==> config.mk <==
export PLATFORM = sky130hd
export DESIGN_NAME = dns_query_parser
export DESIGN_NICKNAME = d
export VERILOG_FILES = /design/src/rtl/dqp_pkg.sv /design/src/rtl/dqp_fifo.sv /design/src/rtl/dqp_front.sv /design/src/rtl/dqp_back.sv /design/src/rtl/dns_query_parser.sv
export VERILOG_INCLUDE_DIRS = /design/src /design/src/rtl
export SDC_FILE = /design/constraint.sdc
export NUM_CORES = 1
export LEC_CHECK = 0
export BUFFER_PORTS_ARGS = -buffer_cell sky130_fd_sc_hd__buf_2
export CAP_MARGIN = 20
export CORE_AREA = 10 10 315 317
export CTS_BUF_LIST = sky130_fd_sc_hd__clkbuf_4
export CTS_CLUSTER_SIZE = 16
export DETAILED_ROUTE_END_ITERATION = 16
export DIE_AREA = 0 0 325 327
export HOLD_SLACK_MARGIN = 0.15
export PLACE_DENSITY = 0.75
export REMOVE_ABC_BUFFERS = 1
export SLEW_MARGIN = 40
export SYNTH_ARGS = -nofsm -noshare
export SYNTH_HDL_FRONTEND = slang
export SYNTH_HIERARCHICAL = 1
export SYNTH_SLANG_ARGS = --single-unit
==> constraint.sdc <==
create_clock -name i_clk -period 25.8 [get_ports i_clk]
set_clock_uncertainty 0.1 [all_clocks]
set_input_delay 1.29 -clock i_clk [delete_from_list [all_inputs] [get_ports i_clk]]
set_output_delay 1.29 -clock i_clk [all_outputs]
set_load 0.02 [all_outputs]
==> src/rtl/dns_query_parser_defines.svh <==
// assertion macros for the dns query parser
`ifndef DNS_QUERY_PARSER_DEFINES_SVH
`define DNS_QUERY_PARSER_DEFINES_SVH
`ifndef SYNTHESIS
`define DQP_ASSERT_IMP(label, clk, rst_n, ante, cons) \
    label: assert property (@(posedge clk) disable iff (!(rst_n)) (ante) |-> (cons)) \
        else $error("dqp: implication check failed");
`define DQP_ASSERT_NEXT(label, clk, rst_n, ante, cons) \
    label: assert property (@(posedge clk) disable iff (!(rst_n)) (ante) |=> (cons)) \
        else $error("dqp: next-cycle check failed");
`else
`define DQP_ASSERT_IMP(label, clk, rst_n, ante, cons)
`define DQP_ASSERT_NEXT(label, clk, rst_n, ante, cons)
`endif
`endif

==> src/rtl/dqp_pkg.sv <==
`default_nettype none

package dqp_pkg;

    localparam int HDR_BYTES  = 12;
    localparam int HDR_WORDS  = 6;
    localparam int TAIL_BYTES = 4;
    localparam int CNT_W      = 4;
    localparam int Q_DEPTH    = 4;

    typedef enum logic [2:0] {
        KIND_HEADER   = 3'd0,
        KIND_CHAR     = 3'd1,
        KIND_QUESTION = 3'd2,
        KIND_ACCEPT   = 3'd3,
        KIND_REJECT   = 3'd4
    } t_kind;

    typedef struct packed {
        t_kind       kind;
        logic [7:0]  name_char;
        logic [15:0] rec_type;
        logic [15:0] rec_class;
        logic [15:0] q_index;
    } t_res;

    // up to two results per received byte, in order
    typedef struct packed {
        logic [1:0] cnt;
        t_res       r0;
        t_res       r1;
    } t_slots;

    typedef struct packed {
        logic [HDR_WORDS-1:0][15:0] hdr;
        t_slots                     slots;
    } t_cmd;

    function automatic t_res make_res(input t_kind kind, input logic [7:0] ch,
                                      input logic [15:0] rtype, input logic [15:0] rclass,
                                      input logic [15:0] qidx);
        t_res r;
        r.kind      = kind;
        r.name_char = ch;
        r.rec_type  = rtype;
        r.rec_class = rclass;
        r.q_index   = qidx;
        return r;
    endfunction

    function automatic t_slots add_res(input t_slots s, input t_res x);
        t_slots o;
        o = s;
        if (s.cnt == 2'd0) begin
            o.r0 = x;
        end else begin
            o.r1 = x;
        end
        o.cnt = s.cnt + 2'd1;
        return o;
    endfunction

endpackage

`default_nettype wire

==> src/rtl/dqp_fifo.sv <==
`default_nettype none
`include "dns_query_parser_defines.svh"

module dqp_fifo #(
    parameter int DEPTH = dqp_pkg::Q_DEPTH
) (
    input  wire logic          i_clk,
    input  wire logic          i_rst_n,
    input  wire logic          i_wr,
    input  wire dqp_pkg::t_cmd i_cmd,
    input  wire logic          i_rd,
    output dqp_pkg::t_cmd      o_head,
    output logic               o_empty,
    output logic               o_full
);

    localparam int PTR_W = (DEPTH > 1) ? $clog2(DEPTH) : 1;
    localparam int CNT_W = $clog2(DEPTH + 1);

    dqp_pkg::t_cmd r_mem [DEPTH];
    logic [PTR_W-1:0] r_wr_ptr, r_rd_ptr;
    logic [CNT_W-1:0] r_count;
    logic wr_en, rd_en;

    assign o_empty = (r_count == '0);
    assign o_full  = (r_count == CNT_W'(DEPTH));
    assign wr_en   = i_wr && !o_full;
    assign rd_en   = i_rd && !o_empty;
    assign o_head  = r_mem[r_rd_ptr];

    always_ff @(posedge i_clk) begin
        if (wr_en) begin
            r_mem[r_wr_ptr] <= i_cmd;
        end
    end

    always_ff @(posedge i_clk) begin
        if (!i_rst_n) begin
            r_wr_ptr <= '0;
            r_rd_ptr <= '0;
            r_count  <= '0;
        end else begin
            if (wr_en) begin
                r_wr_ptr <= (r_wr_ptr == PTR_W'(DEPTH - 1)) ? '0 : r_wr_ptr + 1'b1;
            end
            if (rd_en) begin
                r_rd_ptr <= (r_rd_ptr == PTR_W'(DEPTH - 1)) ? '0 : r_rd_ptr + 1'b1;
            end
            case ({wr_en, rd_en})
                2'b10:   r_count <= r_count + 1'b1;
                2'b01:   r_count <= r_count - 1'b1;
                default: r_count <= r_count;
            endcase
        end
    end

    `DQP_ASSERT_IMP(a_count_bound, i_clk, i_rst_n, 1'b1, r_count <= CNT_W'(DEPTH))
    `DQP_ASSERT_NEXT(a_count_up, i_clk, i_rst_n, wr_en && !rd_en, r_count == $past(r_count) + 1'b1)

endmodule

`default_nettype wire

==> src/rtl/dqp_front.sv <==
`default_nettype none
`include "dns_query_parser_defines.svh"

module dqp_front (
    input  wire logic          i_clk,
    input  wire logic          i_rst_n,
    input  wire logic          i_valid,
    input  wire logic [7:0]    i_data_byte,
    input  wire logic          i_last_byte,
    output logic               o_wr,
    output dqp_pkg::t_cmd      o_cmd
);

    typedef enum logic [4:0] {
        PH_HEADER = 5'b00001,
        PH_LENGTH = 5'b00010,
        PH_LABEL  = 5'b00100,
        PH_TAIL   = 5'b01000,
        PH_WAIT   = 5'b10000
    } t_phase;

    t_phase r_phase, n_phase;
    logic [dqp_pkg::CNT_W-1:0] r_byte_cnt, n_byte_cnt;
    logic [dqp_pkg::HDR_WORDS-1:0][15:0] r_hdr, n_hdr;
    logic [7:0]  r_label, n_label;
    logic        r_started, n_started;
    logic [15:0] r_cur_q, n_cur_q;
    logic [23:0] r_tail, n_tail;
    logic [15:0] next_q;
    dqp_pkg::t_slots slots;

    assign next_q = r_cur_q + 16'd1;

    always_comb begin
        n_phase    = r_phase;
        n_byte_cnt = r_byte_cnt;
        n_hdr      = r_hdr;
        n_label    = r_label;
        n_started  = r_started;
        n_cur_q    = r_cur_q;
        n_tail     = r_tail;
        slots      = '0;
        if (i_valid) begin
            case (r_phase)
                PH_HEADER: begin
                    for (int i = 0; i < dqp_pkg::HDR_WORDS; i++) begin
                        if (r_byte_cnt[dqp_pkg::CNT_W-1:1] == 3'(i)) begin
                            n_hdr[i] = {r_hdr[i][7:0], i_data_byte};
                        end
                    end
                    if (r_byte_cnt == dqp_pkg::CNT_W'(dqp_pkg::HDR_BYTES - 1)) begin
                        slots = dqp_pkg::add_res(slots, dqp_pkg::make_res(
                            dqp_pkg::KIND_HEADER, 8'd0, 16'd0, 16'd0, 16'd0));
                        n_byte_cnt = '0;
                        n_cur_q    = '0;
                        n_started  = 1'b0;
                        if (r_hdr[2] == 16'd0) begin
                            slots = dqp_pkg::add_res(slots, dqp_pkg::make_res(
                                dqp_pkg::KIND_ACCEPT, 8'd0, 16'd0, 16'd0, 16'd0));
                            n_phase = PH_WAIT;
                        end else begin
                            n_phase = PH_LENGTH;
                        end
                    end else begin
                        n_byte_cnt = r_byte_cnt + 1'b1;
                    end
                end
                PH_LENGTH: begin
                    if (i_data_byte == 8'd0) begin
                        if (!r_started) begin
                            // empty name
                            slots = dqp_pkg::add_res(slots, dqp_pkg::make_res(
                                dqp_pkg::KIND_REJECT, 8'd0, 16'd0, 16'd0, r_cur_q));
                            n_phase = PH_WAIT;
                        end else begin
                            n_phase    = PH_TAIL;
                            n_byte_cnt = '0;
                        end
                    end else begin
                        if (r_started) begin
                            slots = dqp_pkg::add_res(slots, dqp_pkg::make_res(
                                dqp_pkg::KIND_CHAR, 8'h2e, 16'd0, 16'd0, r_cur_q));
                        end
                        n_started = 1'b1;
                        n_label   = i_data_byte;
                        n_phase   = PH_LABEL;
                    end
                end
                PH_LABEL: begin
                    slots = dqp_pkg::add_res(slots, dqp_pkg::make_res(
                        dqp_pkg::KIND_CHAR, i_data_byte, 16'd0, 16'd0, r_cur_q));
                    n_label = r_label - 8'd1;
                    if (r_label == 8'd1) begin
                        n_phase = PH_LENGTH;
                    end
                end
                PH_TAIL: begin
                    n_tail     = {r_tail[15:0], i_data_byte};
                    n_byte_cnt = r_byte_cnt + 1'b1;
                    if (r_byte_cnt == dqp_pkg::CNT_W'(dqp_pkg::TAIL_BYTES - 1)) begin
                        slots = dqp_pkg::add_res(slots, dqp_pkg::make_res(
                            dqp_pkg::KIND_QUESTION, 8'd0, r_tail[23:8],
                            {r_tail[7:0], i_data_byte}, r_cur_q));
                        n_cur_q    = next_q;
                        n_byte_cnt = '0;
                        n_started  = 1'b0;
                        if (next_q == r_hdr[2]) begin
                            slots = dqp_pkg::add_res(slots, dqp_pkg::make_res(
                                dqp_pkg::KIND_ACCEPT, 8'd0, 16'd0, 16'd0, next_q));
                            n_phase = PH_WAIT;
                        end else begin
                            n_phase = PH_LENGTH;
                        end
                    end
                end
                PH_WAIT: begin
                    n_phase = PH_WAIT;
                end
                default: begin
                    n_phase = PH_WAIT;
                end
            endcase
            if (i_last_byte) begin
                if (n_phase != PH_WAIT) begin
                    slots = dqp_pkg::add_res(slots, dqp_pkg::make_res(
                        dqp_pkg::KIND_REJECT, 8'd0, 16'd0, 16'd0, n_cur_q));
                end
                n_phase    = PH_HEADER;
                n_byte_cnt = '0;
                n_label    = '0;
                n_started  = 1'b0;
                n_cur_q    = '0;
                n_tail     = '0;
            end
        end
    end

    assign o_wr        = i_valid && (slots.cnt != 2'd0);
    assign o_cmd.hdr   = n_hdr;
    assign o_cmd.slots = slots;

    always_ff @(posedge i_clk) begin
        r_hdr  <= n_hdr;
        r_tail <= n_tail;
    end

    always_ff @(posedge i_clk) begin
        if (!i_rst_n) begin
            r_phase    <= PH_HEADER;
            r_byte_cnt <= '0;
            r_label    <= '0;
            r_started  <= 1'b0;
            r_cur_q    <= '0;
        end else begin
            r_phase    <= n_phase;
            r_byte_cnt <= n_byte_cnt;
            r_label    <= n_label;
            r_started  <= n_started;
            r_cur_q    <= n_cur_q;
        end
    end

    `DQP_ASSERT_IMP(a_tail_cnt, i_clk, i_rst_n, r_phase == PH_TAIL, r_byte_cnt < dqp_pkg::CNT_W'(dqp_pkg::TAIL_BYTES))

endmodule

`default_nettype wire

==> src/rtl/dqp_back.sv <==
`default_nettype none
`include "dns_query_parser_defines.svh"

module dqp_back (
    input  wire logic          i_clk,
    input  wire logic          i_rst_n,
    input  wire logic          i_empty,
    input  wire dqp_pkg::t_cmd i_head,
    output logic               o_rd,
    input  wire logic          i_pop,
    output logic               o_valid,
    output logic [2:0]         o_kind,
    output logic [dqp_pkg::HDR_WORDS-1:0][15:0] o_hdr,
    output logic [7:0]         o_name_char,
    output logic [15:0]        o_rec_type,
    output logic [15:0]        o_rec_class,
    output logic [15:0]        o_q_index,
    output logic               o_final
);

    logic r_valid, r_sel;
    dqp_pkg::t_res r_res, sel_res;
    logic [dqp_pkg::HDR_WORDS-1:0][15:0] r_hdr;
    logic r_final;
    logic load, two, last_of_entry;

    assign two           = (i_head.slots.cnt == 2'd2);
    assign last_of_entry = r_sel || !two;
    assign sel_res       = r_sel ? i_head.slots.r1 : i_head.slots.r0;
    assign load          = !i_empty && (!r_valid || i_pop);
    assign o_rd          = load && last_of_entry;

    always_ff @(posedge i_clk) begin
        if (load) begin
            r_res   <= sel_res;
            r_hdr   <= (sel_res.kind == dqp_pkg::KIND_HEADER) ? i_head.hdr : '0;
            r_final <= last_of_entry;
        end
    end

    always_ff @(posedge i_clk) begin
        if (!i_rst_n) begin
            r_valid <= 1'b0;
            r_sel   <= 1'b0;
        end else if (load) begin
            r_valid <= 1'b1;
            r_sel   <= !last_of_entry;
        end else if (i_pop) begin
            r_valid <= 1'b0;
        end
    end

    assign o_valid     = r_valid;
    assign o_kind      = r_res.kind;
    assign o_hdr       = r_hdr;
    assign o_name_char = r_res.name_char;
    assign o_rec_type  = r_res.rec_type;
    assign o_rec_class = r_res.rec_class;
    assign o_q_index   = r_res.q_index;
    assign o_final     = r_final;

    `DQP_ASSERT_IMP(a_second_slot, i_clk, i_rst_n, r_sel, !i_empty && (i_head.slots.cnt == 2'd2))

endmodule

`default_nettype wire

==> src/rtl/dns_query_parser.sv <==
// channel   direction  handshake               payload
// input     in         push / full             i_data_byte, i_last_byte
// result    out        empty / pop             o_kind ... o_final_result
//
// one datagram byte is taken per cycle while full is low; a byte gives zero to two words
// the parser decides a byte in the cycle it is taken; its words pass a small command queue
// a byte that gives two words holds the queue head until both words are in the result register
// the result register shows a word the cycle after it is taken from the queue head and loads on pop or when empty
// full rises only when the command queue is full; synchronous active-low reset empties all
`default_nettype none

module dns_query_parser #(
    parameter int Q_DEPTH = dqp_pkg::Q_DEPTH
) (
    input  wire logic        i_clk,
    input  wire logic        i_rst_n,
    // input side
    input  wire logic        push,
    output logic             full,
    input  wire logic [7:0]  i_data_byte,
    input  wire logic        i_last_byte,
    // result side
    output logic             empty,
    input  wire logic        pop,
    output logic [2:0]       o_kind,
    output logic [15:0]      o_trans_id,
    output logic [15:0]      o_flag_bits,
    output logic [15:0]      o_question_total,
    output logic [15:0]      o_answer_total,
    output logic [15:0]      o_authority_total,
    output logic [15:0]      o_additional_total,
    output logic [7:0]       o_name_char,
    output logic [15:0]      o_record_type,
    output logic [15:0]      o_record_class,
    output logic [15:0]      o_question_index,
    output logic             o_final_result
);

    logic          accept;
    logic          q_wr, q_rd, q_empty, q_full;
    dqp_pkg::t_cmd q_in, q_head;
    logic          out_valid;
    logic [dqp_pkg::HDR_WORDS-1:0][15:0] hdr;

    assign full   = q_full;
    assign accept = push && !q_full;

    // front: header collection, label walk, type and class gathering
    dqp_front u_front (
        .i_clk       (i_clk),
        .i_rst_n     (i_rst_n),
        .i_valid     (accept),
        .i_data_byte (i_data_byte),
        .i_last_byte (i_last_byte),
        .o_wr        (q_wr),
        .o_cmd       (q_in)
    );

    // decoupling queue of per-byte commands
    dqp_fifo #(
        .DEPTH (Q_DEPTH)
    ) u_fifo (
        .i_clk   (i_clk),
        .i_rst_n (i_rst_n),
        .i_wr    (q_wr),
        .i_cmd   (q_in),
        .i_rd    (q_rd),
        .o_head  (q_head),
        .o_empty (q_empty),
        .o_full  (q_full)
    );

    // back: splits commands into result words behind an output register
    dqp_back u_back (
        .i_clk       (i_clk),
        .i_rst_n     (i_rst_n),
        .i_empty     (q_empty),
        .i_head      (q_head),
        .o_rd        (q_rd),
        .i_pop       (pop),
        .o_valid     (out_valid),
        .o_kind      (o_kind),
        .o_hdr       (hdr),
        .o_name_char (o_name_char),
        .o_rec_type  (o_record_type),
        .o_rec_class (o_record_class),
        .o_q_index   (o_question_index),
        .o_final     (o_final_result)
    );

    assign empty              = !out_valid;
    // header words in datagram order
    assign o_trans_id         = hdr[0];
    assign o_flag_bits        = hdr[1];
    assign o_question_total   = hdr[2];
    assign o_answer_total     = hdr[3];
    assign o_authority_total  = hdr[4];
    assign o_additional_total = hdr[5];

endmodule

`default_nettype wire

## After elaboration in Yosys (flattened, before gate mapping)

Memories as Yosys holds them, arrays and structs flattened. A register that Yosys moved wholly into a read port is not among the register bits.
Index checks and enable logic that the tools add are counted.

| word-level totals | value |
|---|---|
| flip-flop bits (word level) | 319 |
| bits in writable memories | 864 |
| input port bits | 13 |
| output and inout bits | 158 |
| logic and storage cells | 153 |
| memories | 1 |

Memories:

| memory | depth | bits a word | read ports | clocked after Yosys merged registers in | write ports | RTL line | source |
|---|---|---|---|---|---|---|---|
| u_fifo.r_mem | 4 | 216 | 1 | 1 | 1 | dqp_fifo.sv:20 | `dqp_pkg::t_cmd r_mem [DEPTH];` |

| operators by class | value |
|---|---|
| add/subtract/negate cells | 8 |
| equality and inequality tests | 25 |
| multiplexer cells | 61 |
| reductions and logical operators | 29 |

Operators with widths:

| operator | number |
|---|---|
| two-way mux 120 bit | 9 |
| one-hot mux 120 bit (4 select lines) | 1 |
| two-way mux 119 bit | 2 |
| two-way mux 96 bit | 2 |
| two-way mux 59 bit | 3 |
| two-way mux 16 bit | 9 |
| two-way mux 5 bit | 9 |
| one-hot mux 16 bit (2 select lines) | 1 |
| two-way mux 24 bit | 1 |
| two-way mux 4 bit | 5 |
| one-hot mux 5 bit (4 select lines) | 1 |
| adder 16 x 1 -> 16 bit, second input constant | 1 |
| == test 16 bit | 1 |
| logical NOT 16 bit | 1 |
| two-way mux 8 bit | 2 |
| one-hot mux 8 bit (2 select lines) | 1 |
| != test 3 x 2 -> 1 bit, second input constant | 4 |
| one-hot mux 4 bit (3 select lines) | 1 |
| == test 3 bit, second input constant | 3 |
| logical NOT 3 bit | 3 |
| == test 2 bit, second input constant | 4 |
| == test 8 x 1 -> 1 bit, second input constant | 1 |
| logical NOT 8 bit | 1 |
| two-way mux 1 bit | 8 |
| other kinds (30) | 49 |

## Logic depth before layout (Yosys ltp)

Gate-level depths: netlist (run 1).

| depth | value |
|---|---|
| depth after elaboration | 16 |
| gate-level depth with buffers | 22 |
| depth with buffers taken out | 19 |

## By module

The synthesis (run 1) kept the hierarchy.

Modules (own cells, without submodules):

| module | times used | cells an instance | area an instance (µm²) | seq. area each (µm²) |
|---|---|---|---|---|
| dqp_fifo | 1 | 1184 | 31635.3 | 26125.1 |
| dqp_front | 1 | 855 | 8251.7 | 3323.2 |
| dqp_back | 1 | 343 | 6194.7 | 4724.5 |
| dns_query_parser | 1 | 2 | 17.5 | 0.0 |

## Least setup slack after synthesis (run 1)

Ideal clock, no wire load.

| timing | value |
|---|---|
| path kind | input -> register |
| start | input pop |
| end | register u_fifo.r_count[2] |
| library setup time | 0.076 ns |
| arrival time | 9.985 ns |
| data required time | 25.624 ns |
| setup slack | 15.640 ns |
| stages | 11 |
| buffers on the path | 0 |
| cell sequence | nor2b_1 -> nor2_1 -> and2_1 -> o31ai_1 -> inv_1 -> ha_1 -> inv_1 -> fa_1 -> xor2_1 -> or3_1 -> a21boi_0 |

| between the ends | value |
|---|---|
| word-level cells in the longest chain between the ends | 6 |
| elaborated cells on any way between the ends | 8 |
| those cells by class | eq/ne (2); mux (1); reduce/logical (5) |

Ends and longest elaborated chain:

| what | RTL line | source |
|---|---|---|
| start, declared | dns_query_parser.sv:24 | `input wire logic pop,` |
| logical OR 1 bit * | dqp_back.sv:30 | `assign load = !i_empty && (!r_valid \|\| i_pop);` |
| logical AND 1 bit * | dqp_back.sv:30 |  |
| net u_back.load | dqp_back.sv:25 | `logic load, two, last_of_entry;` |
| logical AND 1 bit * | dqp_back.sv:31 | `assign o_rd = load && last_of_entry;` |
| net q_rd | dns_query_parser.sv:40 | `logic q_wr, q_rd, q_empty, q_full;` |
| logical AND 1 bit * | dqp_fifo.sv:28 | `assign rd_en = i_rd && !o_empty;` |
| net u_fifo.rd_en | dqp_fifo.sv:23 | `logic wr_en, rd_en;` |
| == test 2 x 1 -> 1 bit or == test 2 bit (tied branches) | dqp_fifo.sv:49 | `case ({wr_en, rd_en})` |
| one-hot mux 3 bit (2 select lines) or nonzero test 2 bit (tied branches) | - |  |
| end signal, assigned | dqp_fifo.sv:50 | `2'b10: r_count <= r_count + 1'b1;` |
| end signal, assigned | dqp_fifo.sv:51 | `2'b01: r_count <= r_count - 1'b1;` |
| end signal, assigned | dqp_fifo.sv:52 | `default: r_count <= r_count;` |
| end, declared | dqp_fifo.sv:22 | `logic [CNT_W-1:0] r_count;` |

Mark *: on every way through the listed nets, which the timed path passes. The rest lies on a longest branch.
A chain may end at the register's enable or synchronous reset.

## Worst setup path in the final report (run 1)

| timing | value |
|---|---|
| start | register u_front.r_cur_q[0] |
| end | memory u_fifo/r_mem[0][29] in the netlist's numbering, enable pin |

| between the ends | value |
|---|---|
| word-level cells in the longest chain between the ends | 15 |
| elaborated cells on any way between the ends | 20 |
| those cells by class | add/sub (2); eq/ne (2); mux (13); reduce/logical (3) |

Ends and longest elaborated chain:

| what | RTL line | source |
|---|---|---|
| start, declared | dqp_front.sv:27 | `logic [15:0] r_cur_q, n_cur_q;` |
| start signal, assigned | dqp_front.sv:159 | `r_cur_q <= n_cur_q;` |
| adder 16 x 1 -> 16 bit * | dqp_front.sv:32 | `assign next_q = r_cur_q + 16'd1;` |
| == test 16 bit * | dqp_front.sv:107 | `if (next_q == r_hdr[2]) begin` |
| two-way mux 120 bit or two-way mux 5 bit (tied branches) | dqp_front.sv:107 |  |
| two-way mux 120 bit or two-way mux 5 bit (tied branches) | dqp_front.sv:100 | `if (r_byte_cnt == dqp_pkg::CNT_W'(dqp_pkg::TAIL_BYTES - 1)) begin` |
| one-hot mux 120 bit (4 select lines) or one-hot mux 5 bit (4 select lines) (tied branches) | dqp_front.sv:44 | `case (r_phase)` |
| two-way mux 120 bit or two-way mux 5 bit (tied branches) | dqp_front.sv:43 | `if (i_valid) begin` |
| adder 2 x 1 -> 2 bit or != test 5 bit (tied branches) | dqp_pkg.sv:59, dqp_front.sv:124 |  |
| two-way mux 120 bit | dqp_front.sv:124 | `if (n_phase != PH_WAIT) begin` |
| two-way mux 120 bit * | dqp_front.sv:123 | `if (i_last_byte) begin` |
| two-way mux 120 bit * | dqp_front.sv:43 |  |
| nonzero test 2 bit * | dqp_front.sv:138 | `assign o_wr = i_valid && (slots.cnt != 2'd0);` |
| logical AND 1 bit * | dqp_front.sv:138 |  |
| net q_wr | dns_query_parser.sv:40 |  |
| logical AND 1 bit * | dqp_fifo.sv:27 | `assign wr_en = i_wr && !o_full;` |
| two-way mux 1 bit * | dqp_fifo.sv:32 | `if (wr_en) begin` |
| two-way mux 1 bit (implied by the code) * | dqp_fifo.sv:33 | `r_mem[r_wr_ptr] <= i_cmd;` |
| end, declared | dqp_fifo.sv:20 |  |

Mark *: on every way through the listed nets, which the timed path passes. The rest lies on a longest branch. The select of a mux whose other input is x is not followed.

==> impl_metrics.csv, run 1 <==
group,metric,value,unit
run_status,outcome,"complete, no violations",
critical_path,startpoint_type,"register",
sta,setup_ws,18.65,ns
sta,tightest_slew,0.892,ns
run,maxCapViolations,0,
synthesis,synthFlopType,"edfxtp_1",
synthesis,synth.cell_area,0.0461,mm²
critical_path,rr_worst_depth,15,
global_routing,grt_overflow,0,
cells_and_area,mostFrequentLayoutCells,"edfxtp_1, clkbuf_4, mux4_2, buf_2, mux2_2",
synthesis,synthCells,2384,
sta,final_max_slew_viol_count,0,
cells_and_area,multi_input_area,0.0110,mm²
global_routing,grt_pass1_vias,24600,
critical_path,slowest_delay,0.73,ns
route,drc_errors,0,
cells_and_area,final_common_cell,"edfxtp_1",
route,drt-met1-wl,40600,µm
critical_path,crit_chain,"ha_1 -> nand3_2 -> nor4_2 -> nand2b_1 -> o2111ai_1 -> or4_1 -> nor3_1 -> nor2_1 -> ha_1 -> nor3b_1 -> nor3_1 -> nor2b_1 -> and2_4 -> buf_4 -> clkbuf_8",
sta,slew_headroom,0.399,
cells_and_area,drive_above_1_share,0.367,
floorplanning,start_util,0.497,
placement,pre_cts_ws,18.59,ns
sta,setup_viol,0,
cells_and_area,regArea,0.0342,mm²
floorplanning,die_w,325,µm
global_routing,grt_usage,0.180,
critical_path,crit_type,"reg -> reg",
cells_and_area,nFillCells,7136,
synthesis,syn_area_per_cell,19.3,µm²
placement,io_buffers,170,
global_routing,antenna_found_initial,5,
critical_path,crit_arrival,7.74,ns
sta,finalSetupTns,0,ns
cts,clkLatencyLatePin,1.17,ns
cts,cts.path.max_buffers,4,
hold_path,min_path_type,"reg -> reg",
hold_path,hold_depth,2,
route,via_per_inst,5.46,
sta,clock.fmax,140,MHz
cts,cts_made_buffers,309,
route,wl_met2,47500,µm
floorplanning,rows,112,
cts,cts_hold_buf,0,
cts,cts_root_buf,"clkbuf_4",
sta,period_share,0.277,
floorplanning,die_h,327,µm
cts,post-cts-setup-buffers,0,
route,met3_length,6270,µm
cts,cts_tree,"done",
floorplanning,core_area,0.0928,mm²
critical_path,critical_path_depth,15,
route,drt_iter0_markers,2024,
cells_and_area,final_net_count,2797,
synthesis,ys_seq_elements,1185,
sta,fin_crit,7.15,ns
route,drt_first_pass_iters,5,
cts,clock-sinks,1185,
critical_path,cp.required,26.39,ns
critical_path,path_delay_family,"simple AND/OR/NAND/NOR gates",
route,drt-wirelength-per-cell,22.6,µm
critical_path,worst_setup_path_end_kind,"register",
synthesis,yosys_warnings,6,
global_routing,grt_pass1_wl,148000,µm
synthesis,ys_types,76,
cts,ctsResizeCount,0,
synthesis,synth_edf_count,1044,
cts,htree_num_levels,5,
power,powerDensity,81.5,mW/mm²
floorplanning,num_io_pins,171,
critical_path,crit_slowest_cell,"buf_4",
sta,holdWs,0.344,ns
synthesis,synthArstFlopShare,0,
cts,clkTransAtPathRegs,0.07,ns
route,drt-total-wl,95900,µm
sta,rsz0062_at_grt,"no",
cells_and_area,area_delta_synth_final,12.9,%
global_routing,grt_max_degree,90,
placement,hpwl,56500,µm
route,dr.max_layer_used,"met4",
placement,gp_congestion,0.828,
floorplanning,dieArea,0.106,mm²
sta,hold_viol,0,
critical_path,cp_num_buf_inv,2,
power,vdd_drop_max,132,µV
route,via_count,23100,
synthesis,ys_seq_area_frac,0.741,
power,p_leak,17.5,nW
critical_path,crit_fanout,76,
route,ant_nets,0,
worst min-delay path: stages, from the launching register on:
cell,delay (ns)
dfxtp_1,0.31
nand3_1,0.07
o21ai_0,0.10
Yosys cell counts (30+ instances only):
library cell,n,share of area
buf_2,39,0.0042
nor2b_1,139,0.019
nor2_1,46,0.0037
nand2_1,50,0.0041
clkbuf_1,62,0.0050
nand3_1,32,0.0035
mux4_2,216,0.11
and2_1,50,0.0068
buf_4,48,0.0078
mux2_2,155,0.038
dfxtp_1,141,0.061
o21ai_0,30,0.0033
edfxtp_1,1044,0.68
per-stage QoR:
stage / total power, W / cells / utilization / cell area, µm²
floorplan: 0.00260 / 2246 / - / 45200
global placement: 0.00270 / 3700 / 0.516 / 47900
detailed placement: 0.00271 / 3706 / 0.518 / 48000
CTS: 0.00431 / 4233 / 0.559 / 51900
global route: 0.00444 / 4239 / 0.561 / 52000
finish: 0.00424 / 4239 / 0.561 / 52000
kinds of logic (layout without fill, tap and decap cells):
kind of cell,Yosys count,after routing,share of synthesized area
compound gates,157,157,0.0233
xor+xnor,44,44,0.00882
fa+ha+maj,16,16,0.00451
buf+inv,197,758,0.0252
flops,1185,1185,0.741
mux,376,376,0.144
other cells,1,41,0.0000813
simple gates,408,408,0.0523
layout make-up:
| cell class | instances | share of cell area |
|---|---|---|
| Clock buffer | 446 | 0.0643 |
| Sequential cell | 1185 | 0.657 |
| Antenna cell | 1 | 0.0000481 |
| Inverter | 20 | 0.00144 |
| Multi-Input combinational cell | 1041 | 0.212 |
| Tap cell | 1254 | 0.0302 |
| Clock inverter | 81 | 0.00976 |
| Timing Repair Buffer | 211 | 0.0257 |
worst paths after layout:
check                                   from                            end  slack (ns)
min          u_fifo/r_rd_ptr[1]$_SDFFE_PN0P_                       register        0.34
max reg2reg  u_front/r_cur_q[0]$_SDFFE_PN0P_  u_fifo/r_mem[0][29]$_DFFE_PP_       18.65
min reg2reg  u_fifo/r_rd_ptr[1]$_SDFFE_PN0P_                       register        0.34
max          u_front/r_cur_q[0]$_SDFFE_PN0P_  u_fifo/r_mem[0][29]$_DFFE_PP_       18.65
where the power goes:
| part | internal [W] | switching, W | leakage [nW] |
|---|---|---|---|
| Clock | 0.000862 | 0.000714 | 2.31 |
| Combinational | 0.000147 | 0.000251 | 4.29 |
| Sequential | 0.00223 | 0.0000390 | 10.9 |
| Total | 0.00324 | 0.00100 | 17.5 |
sequential cells by signal, indices dropped and copies added (netlist names), 2 cells and up, named ones only:
register	cells
u_back/o_hdr	96
u_back/o_kind	3
u_back/o_name_char	8
u_back/o_q_index	16
u_back/o_rec_class	16
u_back/o_rec_type	16
u_fifo/r_count	3
u_fifo/r_mem	864
u_fifo/r_rd_ptr	2
u_fifo/r_wr_ptr	2
u_front/r_byte_cnt	4
u_front/r_cur_q	16
u_front/r_hdr	96
u_front/r_label	8
u_front/r_phase	5
u_front/r_tail	24
metal layers:
metal  GRT usage  vias to the layer above
li1            -                    10300
met1       0.237                    11900
met2       0.294                      817
met3      0.0458                      125
met4      0.0571                        0
met5           0                        -
Power figures use the tool's default switching activity.
==> run 2: changes to the inputs <==
Clock period 25.8 ns to 6.6 ns, I/O delays scaled along.
==> run 2 against run 1 <==
Net effect: maximum frequency rose by 19%; sequential share of layout area fell by 0.40 points; utilization rose by 0.34 points; non-clock buffer count rose by 35; cell area rose by 0.61%; wire length rose by 2.1%; critical endpoint is now u_fifo/r_mem[2][6]$_DFFE_PP_; global-route usage rose by 0.24 points; clock power rose to 3.8 times the previous value; highest routed layer unchanged; worst setup slack got worse by 18 ns; die area did not move; count of clock-buffer cells in the layout rose by 5; combinational power rose to 4.0 times the previous value.
==> impl_metrics.csv, run 2 (synthesis results as in run 1) <==
group,metric,value,unit
cells_and_area,mostFrequentLayoutCells,"edfxtp_1, clkbuf_4, mux4_2, buf_2, mux2_2",
route,drc_errors,0,
cells_and_area,regMostFlops,"u_fifo/r_mem",
cells_and_area,multi_input_area,0.0110,mm²
global_routing,grt_pass1_vias,24900,
global_routing,grt_overflow,0,
power,p_total,0.0165,W
placement,post_dp_cell_area,0.0483,mm²
run,maxCapViolations,0,
cts,cts_made_buffers,307,
floorplanning,start_util,0.497,
placement,io_buffers,170,
power,powerDensity,315,mW/mm²
run_status,outcome,"complete, no violations",
sta,tightest_slew,0.880,ns
route,drt-total-wl,98000,µm
route,via_per_inst,5.51,
cts,cts_hold_buf,23,
floorplanning,dieArea,0.106,mm²
critical_path,crit_chain,"ha_1 -> nand3_2 -> nor4_4 -> o32a_1 -> o2111ai_1 -> or4_1 -> nor3_1 -> nor2_1 -> ha_1 -> nor3b_1 -> nor3_1 -> nor2b_1 -> and2_4 -> buf_12",
cts,post-cts-setup-buffers,0,
cells_and_area,area_delta_synth_final,13.6,%
global_routing,grt_pass1_wl,149000,µm
critical_path,slowest_delay,0.71,ns
cells_and_area,final-instance-count-excl-fill,4268,
global_routing,antenna_found_initial,4,
cells_and_area,largest_reg_flops,864,
cts,htree_num_levels,5,
sta,clock.fmax,167,MHz
floorplanning,rows,112,
floorplanning,num_io_pins,171,
sta,final_max_slew_viol_count,0,
cts,cts_tree,"done",
cells_and_area,drive_above_1_share,0.366,
cts,clkTransAtPathRegs,0.06,ns
global_routing,grt_max_degree,98,
cells_and_area,final_common_cell,"edfxtp_1",
power,vdd_drop_max,293,µV
critical_path,startpoint_type,"register",
cts,ctsResizeCount,0,
placement,dp_cells,3722,
cts,clock-sinks,1185,
sta,rsz0062_at_grt,"no",
floorplanning,core_area,0.0928,mm²
critical_path,crit_type,"reg -> reg",
critical_path,cp_num_buf_inv,1,
sta,period_share,0.906,
route,via_count,23500,
critical_path,crit_slowest_cell,"and2_4",
cells_and_area,final_core_util,0.564,
cts,clkLatencyLatePin,1.15,ns
placement,hpwl,59100,µm
cells_and_area,nFillCells,7069,
critical_path,cp.required,7.23,ns
placement,gp_congestion,0.879,
hold_path,min_path_type,"in -> reg",
cells_and_area,final_net_count,2830,
route,drt_iter0_markers,1852,
route,drt-wirelength-per-cell,23.0,µm
global_routing,grt_usage,0.183,
cells_and_area,regArea,0.0342,mm²
floorplanning,die_w,325,µm
sta,fin_crit,5.98,ns
power,p_leak,17.6,nW
route,ant_nets,0,
critical_path,crit_fanout,49,
sta,hold_viol,0,
sta,slew_headroom,0.407,
critical_path,path_delay_family,"simple AND/OR/NAND/NOR gates",
cts,cts_root_buf,"clkbuf_4",
cells_and_area,post-route-cell-area,0.0524,mm²
critical_path,worst_setup_path_end_kind,"register",
route,drt_first_pass_iters,5,
critical_path,crit_arrival,6.61,ns
cts,cts.path.max_buffers,4,
floorplanning,die_h,327,µm
sta,setup_viol,0,
run 2: cell types whose count changed in the layout (fill, tap and decap cells not counted), moves of 3 or more:
cell	change
buf_12	+9
buf_4	+8
buf_6	-4
bufinv_16	-3
clkbuf_4	+5
clkinv_1	-4
dlygate4sd3_1	+24
run 2: final timing paths:
check                                   from                              end  slack (ns)  depth (start not counted)
max reg2reg  u_front/r_cur_q[0]$_SDFFE_PN0P_     u_fifo/r_mem[2][6]$_DFFE_PP_        0.62                         14
max          u_front/r_cur_q[0]$_SDFFE_PN0P_     u_fifo/r_mem[2][6]$_DFFE_PP_        0.62                         14
min                           i_data_byte[0]  u_front/r_tail[0]$_SDFFCE_PP0P_        0.30                          3
min reg2reg  u_front/r_label[5]$_SDFFE_PN0P_  u_front/r_label[5]$_SDFFE_PN0P_        0.39                          2
run 2: cell type report:
cell class	instances	area share
Sequential cell	1185	0.653
Multi-Input combinational cell	1041	0.210
Clock buffer	451	0.0647
Timing Repair Buffer	246	0.0335
Tap cell	1254	0.0300
Clock inverter	69	0.00722
Inverter	20	0.00143
Antenna cell	2	0.0000956
run 2: power by group:
part	internal (W)	switching (W)
registers	0.00870	0.000147
clock network	0.00327	0.00276
logic	0.000589	0.00101
run 2: worst min-delay path, stage by stage:
cell and delay [ns]:
dlygate4sd3_1 0.53, buf_2 0.26, nor2b_1 0.22
run 2: per-layer routing:
metal | wire [µm] | vias to the layer above | track usage
li1 | - | 10400 | -
met1 | 41100 | 12100 | 0.242
met2 | 48000 | 883 | 0.293
met3 | 6840 | 142 | 0.0463
met4 | 1980 | 0 | 0.0655
met5 | 0 | - | 0
run 2: per-stage QoR:
step	hold slack [ns]	setup slack, ns	TNS, ns
after floorplan	0.319	-5.67	-3070.94
after global placement	0.368	0.842	0
after detailed placement	0.386	0.753	0
after CTS	0.185	0.698	0
after global routing	0.252	0.294	0
final	0.296	0.619	0
==> run 3: changes to the inputs <==
Settings changed: CORE_AREA 10 10 315 317 to 10 10 404 249, DIE_AREA 0 0 325 327 to 0 0 414 259.
==> run 3 against run 2 <==
Net effect: non-clock buffer count grew 22; sequential share of layout area is essentially flat; power shrank 1.1%; cell area is essentially flat; global-route usage grew 0.28 points; count of clock-buffer cells in the layout shrank 6; register-to-register slack gained 0.34 ns; sequential cell count is the same; worst hold slack lost 0.025 ns; critical endpoint is now u_fifo/r_mem[2][100]$_DFFE_PP_.
==> impl_metrics.csv, run 3 (synthesis results as in run 1) <==
group,metric,value,unit
critical_path,timing.rr.start,"u_front/r_cur_q[0]$_SDFFE_PN0P_",
floorplanning,die_h,259,µm
hold_path,holdPathEnd,"u_fifo/r_mem[3][81]$_DFFE_PP_",
floorplanning,die_w,414,µm
sta,tightest_slew,0.850,ns
global_routing,grt_pass1_vias,24500,
floorplanning,core_area,0.0932,mm²
power,powerDensity,311,mW/mm²
cells_and_area,regMostFlops,"u_fifo/r_mem",
cts,cts_tree,"done",
placement,hpwl,61300,µm
critical_path,rr_endpoint,"u_fifo/r_mem[2][100]$_DFFE_PP_",
global_routing,grt_max_degree,66,
cells_and_area,final_net_count,2832,
cells_and_area,post-route-cell-area,0.0523,mm²
sta,slew_headroom,0.430,
critical_path,startpoint_type,"register",
placement,post_dp_cell_area,0.0485,mm²
cells_and_area,final_common_cell,"edfxtp_1",
sta,setup_ws,0.964,ns
cells_and_area,final-instance-count-excl-fill,4256,
route,drc_errors,0,
critical_path,crit_arrival,6.38,ns
power,p_leak,17.6,nW
cells_and_area,mostFrequentLayoutCells,"edfxtp_1, clkbuf_4, mux4_2, buf_2, mux2_2",
route,via_per_inst,5.56,
cts,htree_num_levels,5,
placement,gp_congestion,0.879,
critical_path,rr_worst_depth,14,
hold_path,min_path_type,"in -> reg",
cells_and_area,area_delta_synth_final,13.5,%
cts,cts_made_buffers,287,
route,ant_nets,0,
floorplanning,num_io_pins,171,
route,drt_first_pass_iters,7,
critical_path,crit_fanout,28,
global_routing,grt_usage,0.186,
floorplanning,dieArea,0.107,mm²
cells_and_area,largest_reg_flops,864,
sta,hold_viol,0,
cts,cts_root_buf,"clkbuf_4",
cts,ctsResizeCount,0,
route,drt_iter0_markers,2161,
global_routing,grt_overflow,0,
critical_path,worst_setup_path_end_kind,"register",
floorplanning,start_util,0.495,
placement,dp_cells,3733,
sta,fin_crit,5.64,ns
cells_and_area,final_core_util,0.562,
sta,clock.fmax,177,MHz
run,maxCapViolations,0,
route,drt-wirelength-per-cell,23.5,µm
floorplanning,rows,87,
critical_path,crit_type,"reg -> reg",
placement,pre_cts_ws,1.02,ns
cts,clkTransAtPathRegs,0.07,ns
run_status,outcome,"complete, no violations",
critical_path,cp.required,7.34,ns
critical_path,r2r_slack,0.96,ns
route,via_count,23700,
placement,io_buffers,170,
hold_path,worstHoldStart,"i_data_byte[6]",
sta,final_max_slew_viol_count,0,
sta,holdWs,0.271,ns
power,vdd_drop_max,188,µV
sta,rsz0062_at_grt,"no",
cells_and_area,nFillCells,7103,
cts,clock-sinks,1185,
sta,setup_viol,0,
cts,cts.path.max_buffers,4,
global_routing,grt_pass1_wl,152000,µm
cells_and_area,drive_above_1_share,0.373,
cts,clkLatencyLatePin,1.18,ns
route,drt-total-wl,100000,µm
hold_path,hold_depth,3,
sta,period_share,0.854,
global_routing,antenna_found_initial,5,
## run 3: cell types whose count changed in the layout (fill, tap and decap cells not counted), moves of 3 or more
cell       change
diode_2        +7
bufinv_16      -3
clkinv_1      -22
clkinv_2       -7
clkbuf_4       -6
inv_2          +4
buf_4         +16
o31ai_1        -6
o31ai_2        +7
buf_12         +5
## run 3: through the flow
step           power (W)  TNS [ns]
2_1_floorplan     0.0102  -3070.94
3_3_place_gp      0.0106         0
3_5_place_dp      0.0106         0
4_1_cts           0.0165         0
5_1_grt           0.0171         0
6_report          0.0163         0
## run 3: worst max path at each step
stage	start	end
2_1_floorplan	register	u_back/o_hdr[0]$_SDFFCE_PP0P_
3_3_place_gp	u_front/r_cur_q[0]$_SDFFE_PN0P_	u_fifo/r_count[2]$_SDFFE_PN0P_
4_1_cts	u_front/r_cur_q[0]$_SDFFE_PN0P_	u_fifo/r_mem[2][151]$_DFFE_PP_
6_report	u_front/r_cur_q[0]$_SDFFE_PN0P_	u_fifo/r_mem[2][100]$_DFFE_PP_
3_5_place_dp	u_front/r_cur_q[0]$_SDFFE_PN0P_	u_fifo/r_mem[2][80]$_DFFE_PP_
5_1_grt	u_front/r_cur_q[0]$_SDFFE_PN0P_	u_fifo/r_mem[2][17]$_DFFE_PP_
## run 3: cell type report
cell class | count | area, µm² | share of cell area
diodes | 9 | 22.5 | 0.000430
repair buffers | 268 | 1950 | 0.0373
flip-flops and latches | 1185 | 34200 | 0.653
well taps | 1246 | 1560 | 0.0298
inverters | 20 | 75.1 | 0.00143
clock inverters | 42 | 194 | 0.00370
clock buffers | 445 | 3340 | 0.0638
multi-input cells | 1041 | 11000 | 0.210
## run 3: timing repair
| action | in CTS | in global routing |
|---|---|---|
| hold endpoints to repair | 559 | 0 |
| buffers inserted | 0 | 0 |
| hold buffers | 25 | 0 |
## run 3: critical path, stage by stage (launching register included)
cell and delay, ns:
dfxtp_1 0.61, ha_1 0.37, and3_1 0.44, and3_1 0.30
o22a_1 0.18, nand4_1 0.13, or4_1 0.66, nor3_1 0.25
nor2_1 0.11, ha_1 0.33, nor3b_1 0.05, nor3_1 0.17
nor2b_1 0.53, and2_4 0.63, buf_4 0.42
## run 3: power by group
part	switching (W)	leakage, nW	internal, W
Sequential	0.000160	10.8	0.00870
Clock	0.00276	2.16	0.00309
Combinational	0.000999	4.60	0.000593
## run 3: routing by layer
metal | wire [µm] | GRT usage | part of all wire | vias up
met5 | 13 | 0 | 0.00013 | -
met4 | 2280 | 0.0692 | 0.023 | 2
met3 | 7890 | 0.0519 | 0.079 | 173
met2 | 45000 | 0.272 | 0.45 | 1014
met1 | 45000 | 0.265 | 0.45 | 12100
li1 | - | - | - | 10400
